## src/sv/bankers_safety_allocator_assert.svh

```systemverilog
// Assertion macros for the allocator.
// Each macro names a concurrent assertion that reports through $error.
`ifndef BANKERS_SAFETY_ALLOCATOR_ASSERT_SVH
`define BANKERS_SAFETY_ALLOCATOR_ASSERT_SVH
`ifndef SYNTHESIS
// Checked while out of reset.
`define BSA_ASSERT(lbl, clk, rstn, prop, msg) \
  lbl: assert property (@(posedge clk) disable iff (!rstn) (prop)) else $error(msg);
// Checked at every edge, reset included.
`define BSA_ASSERT_ALWAYS(lbl, clk, prop, msg) \
  lbl: assert property (@(posedge clk) (prop)) else $error(msg);
`else
`define BSA_ASSERT(lbl, clk, rstn, prop, msg)
`define BSA_ASSERT_ALWAYS(lbl, clk, prop, msg)
`endif
`endif

```

## src/sv/bsa_pkg.sv

```systemverilog
`timescale 1ns / 1ps
`default_nettype none
package bsa_pkg;

  // Table geometry.
  localparam int PROCESSES  = 8;
  localparam int RESOURCES  = 3;
  localparam int UNIT_WIDTH = 8;

  // Fixed widths of the item fields.
  localparam int FIELD_W      = 8;
  localparam int PROC_FIELD_W = 3;

  localparam int ROW_W  = (PROCESSES > 1) ? $clog2(PROCESSES) : 1;
  localparam int CMP_W  = (UNIT_WIDTH > FIELD_W) ? UNIT_WIDTH : FIELD_W;
  localparam int WORK_W = UNIT_WIDTH + $clog2(PROCESSES + 1);

  localparam logic [CMP_W-1:0] UNIT_MAX = CMP_W'((33'd1 << UNIT_WIDTH) - 33'd1);
  localparam logic [ROW_W-1:0] LAST_ROW = ROW_W'(PROCESSES - 1);

  typedef enum logic [1:0] {
    OP_LOAD  = 2'd0,
    OP_SET   = 2'd1,
    OP_REQ   = 2'd2,
    OP_QUERY = 2'd3
  } bsa_op_e;

  typedef enum logic [2:0] {
    ST_OK       = 3'd0,
    ST_NEED     = 3'd1,
    ST_AVAIL    = 3'd2,
    ST_UNSAFE   = 3'd3,
    ST_BAD_LOAD = 3'd4
  } bsa_status_e;

  typedef struct packed {
    logic [1:0]              operation;
    logic [PROC_FIELD_W-1:0] process;
    logic [FIELD_W-1:0]      units_0;
    logic [FIELD_W-1:0]      units_1;
    logic [FIELD_W-1:0]      units_2;
    logic [FIELD_W-1:0]      held_0;
    logic [FIELD_W-1:0]      held_1;
    logic [FIELD_W-1:0]      held_2;
  } bsa_in_t;

  typedef struct packed {
    logic [2:0] status;
    logic       safe;
  } bsa_out_t;

  typedef logic [RESOURCES-1:0][UNIT_WIDTH-1:0] bsa_row_t;

  // Controller to datapath.
  typedef struct packed {
    logic load;
    logic exec;
    logic scan_init;
    logic scan_step;
    logic rollback;
  } bsa_cmd_t;

  // Datapath to controller.
  typedef struct packed {
    logic scan_end;
    logic unsafe_grant;
  } bsa_stat_t;

  // Picks one resource's units or held field, zero-extended for compares.
  function automatic logic [CMP_W-1:0] unit_field(bsa_in_t it, int idx, logic held);
    logic [FIELD_W-1:0] v;
    case (idx)
      0:       v = held ? it.held_0 : it.units_0;
      1:       v = held ? it.held_1 : it.units_1;
      2:       v = held ? it.held_2 : it.units_2;
      default: v = '0;
    endcase
    return CMP_W'(v);
  endfunction

endpackage
`default_nettype wire

```

## src/sv/bsa_ctrl.sv

```systemverilog
`timescale 1ns / 1ps
`default_nettype none
`include "bankers_safety_allocator_assert.svh"
module bsa_ctrl (
  input  wire logic               clk_i,
  input  wire logic               rst_ni,
  input  wire logic               start_i,
  input  wire bsa_pkg::bsa_stat_t stat_i,
  output bsa_pkg::bsa_cmd_t       cmd_o,
  output logic                    busy_o,
  output logic                    valid_o
);

  typedef enum logic [5:0] {
    S_IDLE  = 6'b000001,
    S_EXEC  = 6'b000010,
    S_SINIT = 6'b000100,
    S_SCAN  = 6'b001000,
    S_ROLLB = 6'b010000,
    S_RESP  = 6'b100000
  } state_e;

  state_e state_q, state_d;

  // Sequence: execute the operation, run the safety scan, undo an unsafe
  // grant, then present the result for one cycle.
  always_comb begin
    state_d = state_q;
    cmd_o   = '0;
    case (state_q)
      S_IDLE: begin
        if (start_i) begin
          cmd_o.load = 1'b1;
          state_d    = S_EXEC;
        end
      end
      S_EXEC: begin
        cmd_o.exec = 1'b1;
        state_d    = S_SINIT;
      end
      S_SINIT: begin
        cmd_o.scan_init = 1'b1;
        state_d         = S_SCAN;
      end
      S_SCAN: begin
        cmd_o.scan_step = 1'b1;
        if (stat_i.scan_end) begin
          state_d = stat_i.unsafe_grant ? S_ROLLB : S_RESP;
        end
      end
      S_ROLLB: begin
        cmd_o.rollback = 1'b1;
        state_d        = S_RESP;
      end
      S_RESP: begin
        state_d = S_IDLE;
      end
      default: begin
        state_d = S_IDLE;
      end
    endcase
  end

  always_ff @(posedge clk_i or negedge rst_ni) begin
    if (!rst_ni) begin
      state_q <= S_IDLE;
    end else begin
      state_q <= state_d;
    end
  end

  assign busy_o  = (state_q != S_IDLE);
  assign valid_o = (state_q == S_RESP);

  // The result strobe lasts one cycle, and an accepted item makes the block busy.
  `BSA_ASSERT(a_strobe_single, clk_i, rst_ni, valid_o |=> !valid_o, "strobe held over two cycles")
  `BSA_ASSERT(a_accept_busy, clk_i, rst_ni, (start_i && !busy_o) |=> busy_o, "item taken but not busy")
  `BSA_ASSERT(a_rollb_resp, clk_i, rst_ni, cmd_o.rollback |=> valid_o, "rollback not followed by result")

endmodule
`default_nettype wire

```

## src/sv/bsa_datapath.sv

```systemverilog
`timescale 1ns / 1ps
`default_nettype none
`include "bankers_safety_allocator_assert.svh"
module bsa_datapath (
  input  wire logic              clk_i,
  input  wire logic              rst_ni,
  input  wire bsa_pkg::bsa_in_t  item_i,
  input  wire bsa_pkg::bsa_cmd_t cmd_i,
  output bsa_pkg::bsa_stat_t     stat_o,
  output bsa_pkg::bsa_out_t      result_o
);

  localparam int R  = bsa_pkg::RESOURCES;
  localparam int UW = bsa_pkg::UNIT_WIDTH;
  localparam int CW = bsa_pkg::CMP_W;
  localparam int WW = bsa_pkg::WORK_W;
  localparam int RW = bsa_pkg::ROW_W;

  bsa_pkg::bsa_row_t claim_q [bsa_pkg::PROCESSES];
  bsa_pkg::bsa_row_t alloc_q [bsa_pkg::PROCESSES];
  logic [R-1:0][UW-1:0] avail_q;

  bsa_pkg::bsa_in_t item_q;
  logic [2:0]       status_q;
  logic             safe_q;
  logic             granted_q;

  logic [R-1:0][WW-1:0]         work_q;
  logic [bsa_pkg::PROCESSES-1:0] done_q;
  logic                          progress_q;
  logic [RW-1:0]                 ptr_q;

  logic                 proc_ok;
  logic [RW-1:0]        pidx;
  logic [RW-1:0]        row_addr;
  bsa_pkg::bsa_row_t    rd_claim, rd_alloc;
  logic [R-1:0][UW-1:0] rd_need;
  logic [R-1:0][CW-1:0] units_c, held_c;
  logic                 bad_load, need_exc, avail_exc, grant;
  logic                 fits, hit;
  logic [bsa_pkg::PROCESSES-1:0] done_next;
  logic                 progress_next, all_done_next, last_row, scan_end;

  assign proc_ok  = (int'(item_q.process) < bsa_pkg::PROCESSES);
  assign pidx     = RW'(item_q.process);
  assign row_addr = cmd_i.scan_step ? ptr_q : pidx;

  // One row read port shared by the operation and the scan.
  always_comb begin
    rd_claim = '0;
    rd_alloc = '0;
    if (int'(row_addr) < bsa_pkg::PROCESSES) begin
      rd_claim = claim_q[row_addr];
      rd_alloc = alloc_q[row_addr];
    end
    for (int r = 0; r < R; r++) begin
      rd_need[r] = (rd_claim[r] >= rd_alloc[r]) ? (rd_claim[r] - rd_alloc[r]) : '0;
    end
  end

  // Operation checks on the captured item.
  always_comb begin
    bad_load  = !proc_ok;
    need_exc  = !proc_ok;
    avail_exc = 1'b0;
    for (int r = 0; r < R; r++) begin
      units_c[r] = bsa_pkg::unit_field(item_q, r, 1'b0);
      held_c[r]  = bsa_pkg::unit_field(item_q, r, 1'b1);
      if (units_c[r] > bsa_pkg::UNIT_MAX || held_c[r] > bsa_pkg::UNIT_MAX ||
          held_c[r] > units_c[r]) begin
        bad_load = 1'b1;
      end
      if (units_c[r] > CW'(rd_need[r])) begin
        need_exc = 1'b1;
      end
      if (units_c[r] > CW'(avail_q[r])) begin
        avail_exc = 1'b1;
      end
    end
    grant = !need_exc && !avail_exc;
  end

  // Scan step: a pending row whose need fits the work vector finishes.
  always_comb begin
    fits = 1'b1;
    for (int r = 0; r < R; r++) begin
      if (WW'(rd_need[r]) > work_q[r]) begin
        fits = 1'b0;
      end
    end
    hit       = fits && !done_q[ptr_q];
    done_next = done_q;
    if (hit) begin
      done_next[ptr_q] = 1'b1;
    end
    progress_next = progress_q || hit;
    all_done_next = &done_next;
    last_row      = (ptr_q == bsa_pkg::LAST_ROW);
    scan_end      = last_row && (!progress_next || all_done_next);
  end

  assign stat_o.scan_end     = cmd_i.scan_step && scan_end;
  assign stat_o.unsafe_grant = granted_q && !all_done_next;

  // Tables and available units.
  always_ff @(posedge clk_i or negedge rst_ni) begin
    if (!rst_ni) begin
      for (int p = 0; p < bsa_pkg::PROCESSES; p++) begin
        claim_q[p] <= '0;
        alloc_q[p] <= '0;
      end
      avail_q   <= '0;
      granted_q <= 1'b0;
    end else begin
      if (cmd_i.exec) begin
        granted_q <= 1'b0;
        case (bsa_pkg::bsa_op_e'(item_q.operation))
          bsa_pkg::OP_LOAD: begin
            if (!bad_load) begin
              for (int r = 0; r < R; r++) begin
                claim_q[pidx][r] <= UW'(units_c[r]);
                alloc_q[pidx][r] <= UW'(held_c[r]);
              end
            end
          end
          bsa_pkg::OP_SET: begin
            for (int r = 0; r < R; r++) begin
              avail_q[r] <= (units_c[r] > bsa_pkg::UNIT_MAX) ? UW'(bsa_pkg::UNIT_MAX)
                                                              : UW'(units_c[r]);
            end
          end
          bsa_pkg::OP_REQ: begin
            granted_q <= grant;
            if (grant) begin
              for (int r = 0; r < R; r++) begin
                avail_q[r]       <= avail_q[r] - UW'(units_c[r]);
                alloc_q[pidx][r] <= rd_alloc[r] + UW'(units_c[r]);
              end
            end
          end
          default: begin
          end
        endcase
      end
      if (cmd_i.rollback) begin
        for (int r = 0; r < R; r++) begin
          avail_q[r]       <= avail_q[r] + UW'(units_c[r]);
          alloc_q[pidx][r] <= rd_alloc[r] - UW'(units_c[r]);
        end
      end
    end
  end

  // Item capture, result fields and the scan registers.
  always_ff @(posedge clk_i) begin
    if (cmd_i.load) begin
      item_q <= item_i;
    end
    if (cmd_i.exec) begin
      case (bsa_pkg::bsa_op_e'(item_q.operation))
        bsa_pkg::OP_LOAD: status_q <= bad_load ? bsa_pkg::ST_BAD_LOAD : bsa_pkg::ST_OK;
        bsa_pkg::OP_REQ: begin
          if (need_exc) begin
            status_q <= bsa_pkg::ST_NEED;
          end else if (avail_exc) begin
            status_q <= bsa_pkg::ST_AVAIL;
          end else begin
            status_q <= bsa_pkg::ST_OK;
          end
        end
        default: status_q <= bsa_pkg::ST_OK;
      endcase
    end
    if (cmd_i.rollback) begin
      status_q <= bsa_pkg::ST_UNSAFE;
    end
    if (cmd_i.scan_init) begin
      for (int r = 0; r < R; r++) begin
        work_q[r] <= WW'(avail_q[r]);
      end
      done_q     <= '0;
      progress_q <= 1'b0;
      ptr_q      <= '0;
    end
    if (cmd_i.scan_step) begin
      if (hit) begin
        for (int r = 0; r < R; r++) begin
          work_q[r] <= work_q[r] + WW'(rd_alloc[r]);
        end
      end
      done_q <= done_next;
      // A pass ends at the last row; another starts only if it made progress.
      if (last_row) begin
        ptr_q      <= '0;
        progress_q <= 1'b0;
      end else begin
        ptr_q      <= ptr_q + RW'(1);
        progress_q <= progress_next;
      end
      if (scan_end) begin
        safe_q <= all_done_next;
      end
    end
  end

  assign result_o.status = status_q;
  assign result_o.safe   = safe_q;

  // A rollback undoes only a tentative grant and yields the unsafe status.
  `BSA_ASSERT(a_rollb_granted, clk_i, rst_ni,
              cmd_i.rollback |-> (granted_q && !safe_q), "rollback without unsafe grant")
  `BSA_ASSERT(a_rollb_status, clk_i, rst_ni,
              cmd_i.rollback |=> (status_q == bsa_pkg::ST_UNSAFE), "rollback status lost")
  `BSA_ASSERT(a_ptr_range, clk_i, rst_ni,
              cmd_i.scan_step |-> (ptr_q <= bsa_pkg::LAST_ROW), "scan pointer out of range")

endmodule
`default_nettype wire

```

## src/sv/bankers_safety_allocator.sv

```systemverilog
`timescale 1ns / 1ps
`default_nettype none
// Deadlock-avoidance allocator with claim and allocation tables.
// Input channel: item_i is taken at a rising edge with start_i high and busy_o
// low. The item loads a process row, sets the available units, requests units
// for a process, or queries safety.
// Output channel: result_o carries status and safe, marked by valid_o for
// exactly one cycle; the receiver cannot stall it and must take it then.
// Sequence: the operation executes, the safety scan is seeded, then the scan
// visits one process row per cycle for one to PROCESSES passes, an unsafe
// grant is undone, and valid_o follows. Most of the time goes to the scan
// loop over the single row read port.
// busy_o stays high until the strobe cycle ends; the next item may be taken
// at the edge after it.
// Reset clears the tables and the available units to zero and idles the block.
module bankers_safety_allocator (
  input  wire logic             clk_i,
  input  wire logic             rst_ni,
  input  wire logic             start_i,
  input  wire bsa_pkg::bsa_in_t item_i,
  output logic                  busy_o,
  output logic                  valid_o,
  output bsa_pkg::bsa_out_t     result_o
);

  bsa_pkg::bsa_cmd_t  cmd;
  bsa_pkg::bsa_stat_t stat;

  // Sequencer.
  bsa_ctrl u_ctrl (
    .clk_i   (clk_i),
    .rst_ni  (rst_ni),
    .start_i (start_i),
    .stat_i  (stat),
    .cmd_o   (cmd),
    .busy_o  (busy_o),
    .valid_o (valid_o)
  );

  // Tables, checks and safety scan.
  bsa_datapath u_datapath (
    .clk_i    (clk_i),
    .rst_ni   (rst_ni),
    .item_i   (item_i),
    .cmd_i    (cmd),
    .stat_o   (stat),
    .result_o (result_o)
  );

endmodule
`default_nettype wire
```

## config.mk

```make
export PLATFORM = sky130hd
export DESIGN_NAME = bankers_safety_allocator
export DESIGN_NICKNAME = d
export VERILOG_FILES = /design/src/sv/bsa_pkg.sv /design/src/sv/bsa_ctrl.sv /design/src/sv/bsa_datapath.sv /design/src/sv/bankers_safety_allocator.sv
export VERILOG_INCLUDE_DIRS = /design/src /design/src/sv
export SDC_FILE = /design/constraint.sdc
export NUM_CORES = 2
export LEC_CHECK = 0
export BUFFER_PORTS_ARGS = -buffer_cell sky130_fd_sc_hd__clkbuf_2
export CORE_ASPECT_RATIO = 1.75
export CORE_MARGIN = 10
export CORE_UTILIZATION = 48
export CTS_BUF_LIST = sky130_fd_sc_hd__clkbuf_4
export CTS_CLUSTER_SIZE = 12
export DETAILED_ROUTE_END_ITERATION = 6
export PLACE_DENSITY_LB_ADDON = 0.1
export SLEW_MARGIN = 15
export SYNTH_ARGS = -nofsm -noshare
export SYNTH_HDL_FRONTEND = slang
export SYNTH_SLANG_ARGS = --single-unit
```

## constraint.sdc

```tcl
create_clock -name clk_i -period 8.2 [get_ports clk_i]
set_input_delay 0.82 -clock clk_i [delete_from_list [all_inputs] [get_ports clk_i]]
set_output_delay 0.82 -clock clk_i [all_outputs]
set_load 0.01 [all_outputs]
```

# ---- After elaboration in Yosys (flattened, before gate mapping)
# Index checks and enable logic that the tools add are counted.
dict set report word_totals {
  ff_bits 520
  in_bits 56
  out_inout_bits 6
  word_cells 243
}
dict set report op_classes {
  addsub 19
  order_cmp 26
  eq_ne 13
  muxes 83
  n_bitwise 4
  reduce_logical 29
}
# op count
set op_table {}
lappend op_table {{bitwise mux 192 bit} 12}
lappend op_table {{2-to-1 mux 192 bit} 4}
lappend op_table {{case mux 192 bit (2 select lines)} 1}
lappend op_table {{demux 24 bit (select 3 bit)} 3}
lappend op_table {{2-to-1 mux 24 bit} 8}
lappend op_table {{binary-select mux 24 bit (select 3 bit)} 2}
lappend op_table {{2-to-1 mux 36 bit} 3}
lappend op_table {{2-to-1 mux 8 bit} 10}
lappend op_table {{> comparator 8 bit} 9}
lappend op_table {{subtractor 8 bit} 9}
lappend op_table {{adder 8 bit} 6}
lappend op_table {{> comparator 8 bit (second input constant)} 6}
lappend op_table {{case mux 24 bit (2 select lines)} 1}
lappend op_table {{adder 12 x 8 -> 12 bit} 3}
lappend op_table {{> comparator 8 x 12 -> 1 bit} 3}
lappend op_table {{case mux 6 bit (5 select lines)} 1}
lappend op_table {{greater-or-equal comparator 8 bit} 3}
lappend op_table {{2-to-1 mux 1 bit} 24}
lappend op_table {{2-to-1 mux 3 bit} 6}
lappend op_table {{2-to-1 mux 6 bit} 3}
lappend op_table {{2-to-1 mux 16 bit} 1}
lappend op_table {{greater-or-equal comparator 4 bit (second input constant)} 2}
lappend op_table {{logical OR 1 bit} 8}
lappend op_table {{inverter 3 -> 4 bit} 2}
lappend op_table {{30 further kinds} 44}

# ---- Depth between registers and ports, before layout
dict set report depth {
  ltp_word 22
  mapped_depth 37
  mapped_depth_nobuf 30
}

# ---- Cells and area by module
# From an unflattened synthesis, not the netlist that was laid out.
dict set report unflattened {
  hier_cells 3648
  hier_area_um2 35113.7
}
# mod instances cells_each area_each_um2 seq_area_each_um2
set by_module_without_submodules {}
lappend by_module_without_submodules {bsa_datapath 1 3612 34770.8 12997.5}
lappend by_module_without_submodules {bsa_ctrl 1 36 342.8 151.4}

# ---- Worst setup path before layout
# Ideal clock, no wire load.
dict set report synth_path {
  path_kind {flip-flop to flip-flop}
  startpoint {register u_ctrl.state_q[1]}
  endpoint {register u_datapath.alloc_q[75] in the netlist's numbering}
  setup_time_ps 77
  t_arrival_ps 7098
  required_time_ps 8123
  path_slack_ps 1024
  path_stages_with_launch 35
  n_path_buf 6
  period_less_slack_ps 7176
  path_cell_list {dfrtp_1 or4_4 nor3b_2 buf_6 mux2i_1 clkbuf_1 clkbuf_1 nand2_1 nand3_1 nand2_1 o21ai_0 inv_1 fa_1 nand2_1 nand2_1 a21o_1 a21o_1 a21oi_1 o21ai_0 a21o_1 a21o_1 clkbuf_1 nand2_1 ha_1 nor2b_1 o21a_1 o21ai_0 a211o_1 nand4_1 clkbuf_1 nor3_1 clkbuf_1 nor2_1 o32a_1 a21oi_1}
}
dict set report synth_via {
  elab_chain_cells 22
  word_cells_on_any_way 47
  classes_between {add/sub (9); order compare (6); eq/ne (3); mux (26); bitwise (1); reduce/logical (2)}
}
# element line
set synth_rtl {}
lappend synth_rtl {{from (decl)} bsa_ctrl.sv:23} ;# state_e state_q, state_d;
lappend synth_rtl {{from (signal assigned)} bsa_ctrl.sv:68} ;# state_q <= state_d;
lappend synth_rtl {{equality test 6 x 4 -> 1 bit} bsa_ctrl.sv:30} ;# case (state_q)
lappend synth_rtl {{2-to-1 mux 1 bit} bsa_ctrl.sv:30}
lappend synth_rtl {{2-to-1 mux 3 bit} bsa_datapath.sv:46} ;# assign row_addr = cmd_i.scan_step ? ptr_q : pidx;
lappend synth_rtl {{inverter 3 -> 4 bit (not written as such)} {bsa_datapath.sv:53, bsa_datapath.sv:54}}
lappend synth_rtl {{binary-select mux 24 bit (select 3 bit), on equally long branches} {bsa_datapath.sv:53, bsa_datapath.sv:54}}
lappend synth_rtl {{2-to-1 mux 24 bit, on equally long branches (2 in series)} {bsa_datapath.sv:53, bsa_datapath.sv:54}}
lappend synth_rtl {{subtractor 8 bit or greater-or-equal comparator 8 bit (tied branches)} bsa_datapath.sv:57} ;# rd_need[r] = (rd_claim[r] >= rd_alloc[r]) ? (rd_claim[r] - rd_alloc[r]) : '0;
lappend synth_rtl {{2-to-1 mux 8 bit} bsa_datapath.sv:57}
lappend synth_rtl {{> comparator 8 bit} bsa_datapath.sv:73} ;# if (units_c[r] > CW'(rd_need[r])) begin
lappend synth_rtl {{2-to-1 mux 1 bit (3 in series)} bsa_datapath.sv:73}
lappend synth_rtl {{zero test 1 bit} bsa_datapath.sv:80} ;# grant = !need_exc && !avail_exc;
lappend synth_rtl {{logical AND 1 bit} bsa_datapath.sv:80}
lappend synth_rtl {{2-to-1 mux 192 bit} bsa_datapath.sv:134} ;# if (grant) begin
lappend synth_rtl {{case mux 192 bit (2 select lines)} bsa_datapath.sv:117} ;# case (bsa_pkg::bsa_op_e'(item_q.operation))
lappend synth_rtl {{2-to-1 mux 192 bit} bsa_datapath.sv:115} ;# if (cmd_i.exec) begin
lappend synth_rtl {{bitwise mux 192 bit (3 in series)} bsa_datapath.sv:148} ;# alloc_q[pidx][r] <= rd_alloc[r] - UW'(units_c[r]);
lappend synth_rtl {{2-to-1 mux 192 bit (*)} bsa_datapath.sv:145} ;# if (cmd_i.rollback) begin
lappend synth_rtl {{to (signal, indexed assignment)} bsa_datapath.sv:122} ;# alloc_q[pidx][r] <= UW'(held_c[r]);
lappend synth_rtl {{to (signal, indexed assignment)} bsa_datapath.sv:137} ;# alloc_q[pidx][r] <= rd_alloc[r] + UW'(units_c[r]);
lappend synth_rtl {{to (signal, indexed assignment)} bsa_datapath.sv:148}
lappend synth_rtl {{to (decl)} bsa_datapath.sv:20} ;# bsa_pkg::bsa_row_t alloc_q [bsa_pkg::PROCESSES];
# Mark *: on every way between the ends. The rest lies on a longest branch, timed or not. The select of a mux whose other input is x is not followed.
# A chain may end at the register's enable or synchronous reset.

# ---- Final worst setup path
dict set report layout_path {
  startpoint {register u_ctrl.state_q[1]}
  endpoint {register u_datapath.alloc_q[155] in the netlist's numbering}
}
# Same word-level chain as after synthesis.

==> impl_metrics.env <==
export IMPL_fin_util=0.548
export IMPL_ys_seq_area_frac=0.367
export IMPL_clock_skew_ps=64.6
export IMPL_grt_first_pass_wirelength_um=230000
export IMPL_max_slew_worst_pin_slew_ps=1270
export IMPL_clock_root_buffer="clkbuf_4"
export IMPL_final_cell_area_sq_um=40600
export IMPL_p_sw_frac=0.498
export IMPL_vdd_drop_max_v=0.000182
export IMPL_cpPeakStageDelay_ps=570
export IMPL_placed_cell_area_sq_um=38100
export IMPL_startpoint_type="flop"
export IMPL_cp_data_arrival_time_ps=8860
export IMPL_fmax_mhz=128
export IMPL_boundaryPins=62
export IMPL_drt_iter0_markers=4478
export IMPL_synthToLayoutAreaGrowth_pct=13.2
export IMPL_antenna_found_initial=6
export IMPL_yosysUniqueCellTypes=84
export IMPL_grt_max_degree=129
export IMPL_overflow=0
export IMPL_final_common_cell="nand2_1"
export IMPL_core_area_sq_um=74000
export IMPL_mappedNetlistNets=4471
export IMPL_switchingPower_mw=7.20
export IMPL_hold_class="input port to async pin"
export IMPL_synth_area_per_cell_sq_um=8.56
export IMPL_wirelength_um=156000
export IMPL_clkSinkCount=520
export IMPL_async_flop_share=0.798
export IMPL_timing_final_crit_share=0.954
export IMPL_antenna_left=0
export IMPL_drc_errors=0
export IMPL_clockPowerShare=0.176
export IMPL_rsz0062_at_grt="no"
export IMPL_dieArea_sq_um=86500
export IMPL_min_period_ps=7830
export IMPL_cp_required_ps=9240
export IMPL_status="finished clean"
export IMPL_slowest_stage="or4_4"
export IMPL_critical_path_class="flop to flop"
export IMPL_pwr_share_seq=0.261
export IMPL_vias=35848
export IMPL_final_cell_mix="684 x nand2_1, 414 x dfrtp_1, 310 x o21ai_0, 276 x nand3_1, 256 x nor2_1"
export IMPL_synth_edf_count=66
export IMPL_regArea_sq_um=13100
export IMPL_netlist_instances=4188
export IMPL_drive_gt1_frac=0.167
export IMPL_firstDrtPassIters=7
export IMPL_die_x_um=227
export IMPL_gp_congestion=1.03
export IMPL_cts_htree_levels=4
export IMPL_drv_slew=0
export IMPL_hold_viol=0
export IMPL_multi_input_area_sq_um=21300
export IMPL_setup_violations=0
export IMPL_via_per_inst=6.63
export IMPL_wl_per_cell_um=28.8
export IMPL_yosysWarnings=0
export IMPL_grt_pass1_vias=35840
export IMPL_nNetsFinal=4639
export IMPL_die_y_um=382
export IMPL_synth_flop_cell="dfrtp_1"
export IMPL_port_buffers=61
export IMPL_synth_area_sq_um=35900
export IMPL_post_place_ws_ps=236
export IMPL_power_leakage_nw=18.0
export IMPL_start_util=0.485
export IMPL_cts_tree="built"
export IMPL_crit_path_end_kind="flop"
export IMPL_nFillCells=7041
export IMPL_slew_headroom=0.146
export IMPL_powerDensity_nw_per_um2=356
export IMPL_insertion_delay_ps=1150
export IMPL_rows=132
export IMPL_dpl_hpwl_um=108000
export IMPL_path_common_cell="buf_4"
export IMPL_crit_fanout=59
export IMPL_drv_cap=0
export IMPL_r2r_slack_ps=370
export IMPL_intPower_mw=7.25
export IMPL_numCtsBuffers=140
export IMPL_grt_usage=0.358
export IMPL_synth_seq_cells=520
export IMPL_setup_ws_ps=373
export IMPL_combinationalPowerShare=0.564
export IMPL_fin_tns_setup_ps=0
export IMPL_clk_path_buf_depth=3
export IMPL_p_total_mw=14.5
export IMPL_clkTransAtPathRegs_ps=70
==> final timing paths <==
path	from	end	cells past startpoint
max	u_ctrl.state_q[1]	u_datapath.alloc_q[155]	32
max reg2reg	u_ctrl.state_q[1]	u_datapath.alloc_q[155]	32
max in group asynchronous	rst_ni	u_datapath.alloc_q[3]	4
min	rst_ni	u_datapath.claim_q[3]	2
min in group clk_i	item_i[32]	u_datapath.item_q[32]	2
min reg2reg	u_datapath.work_q[11]	u_datapath.work_q[11]	1
==> Yosys cell counts (18+ instances only) <==
cell	number	area, sq um
nor2_1	277	1040
xnor2_1	35	307
xor2_1	34	298
fa_1	18	360
a211oi_1	33	248
ha_1	209	2620
nand4_1	42	263
nand3_1	277	1390
clkbuf_1	260	976
o21ai_0	312	1560
o22ai_1	95	594
o211ai_1	25	188
a21oi_1	223	1120
dfxtp_1	39	781
o21bai_1	32	240
a31oi_1	51	319
a21o_1	46	345
edfxtp_1	66	1980
o22a_1	23	201
nand2_1	687	2580
a221oi_1	77	674
inv_1	131	492
o32a_1	22	220
dfrtp_1	414	10400
nor3_1	62	310
mux2i_1	99	991
a311oi_1	21	184
and2_1	27	169
buf_1	25	93.8
mux2_2	185	2080
a22oi_1	31	233
nor2b_1	31	194
==> state kept, by name, indices dropped and copies added (netlist names), 3 cells and up <==
register / cells
u_ctrl.state_q: 6
u_datapath.alloc_q: 192
u_datapath.avail_q: 24
u_datapath.claim_q: 192
u_datapath.done_q: 8
u_datapath.held_c: 24
u_datapath.item_q: 26
u_datapath.pidx: 3
u_datapath.ptr_q: 3
u_datapath.status_q: 3
u_datapath.work_q: 36
==> power by group through the flow <==
stage                     sequential, mW  combinational [mW]  clock (mW)
after floorplan                     3.52                5.13           0
after global placement              3.77                7.84           0
after detailed placement            3.77                7.86           0
after CTS                           3.73                7.93        2.58
after global routing                3.80                8.79        2.70
final                               3.77                8.14        2.54
==> critical path: cells and delay by family (launching register included) <==
family | cells | cell delay [ps]
AND/OR/NAND/NOR | 10 | 2530
AO/OA/AOI/OAI | 12 | 2340
buffers and inverters | 7 | 1400
adder cells (fa/ha/maj) | 2 | 680
flip-flops | 1 | 420
multiplexers | 1 | 310
==> metal layers <==
layer / vias to the layer above / GRT usage / part of all wire
met3: 805 / 0.0837 / 0.082
met1: 17322 / 0.385 / 0.35
met5: - / 0 / 0.00013
met2: 1975 / 0.583 / 0.47
met4: 4 / 0.308 / 0.10
li1: 15742 / - / -
==> timing repair <==
action	in CTS	in global routing
resized for setup	0	3
endpoints found under the hold margin	122	0
hold buffers	55	0
buffers inserted	0	9
setup endpoints to repair	0	196
==> through the flow <==
step                hold slack [ps]  cells
finish                          299   5409
global route                    269   5406
CTS                             218   5390
detailed placement              471   5088
global placement                451   5088
floorplan                       438   4188
==> cell type report <==
type                       count  share of cell area
antenna                       10            0.000617
clock buffer                 197              0.0364
clock inverter                50             0.00888
inverter                     132              0.0122
multi-input combinational   3245               0.526
sequential                   520               0.324
tap                          938              0.0289
timing repair buffer         317              0.0631
==> logic make-up (layout without fill, tap and decap cells) <==
family / after synthesis / in the layout / share of synthesized area
simple gates: 1503 / 1503 / 0.185
mux: 291 / 291 / 0.0899
buf+inv: 423 / 696 / 0.0449
flops: 520 / 520 / 0.367
xor+xnor: 73 / 73 / 0.0192
compound gates: 1151 / 1151 / 0.211
fa+ha+maj: 227 / 227 / 0.0830
other cells: 0 / 10 / 0
Power figures use the tool's default switching activity.
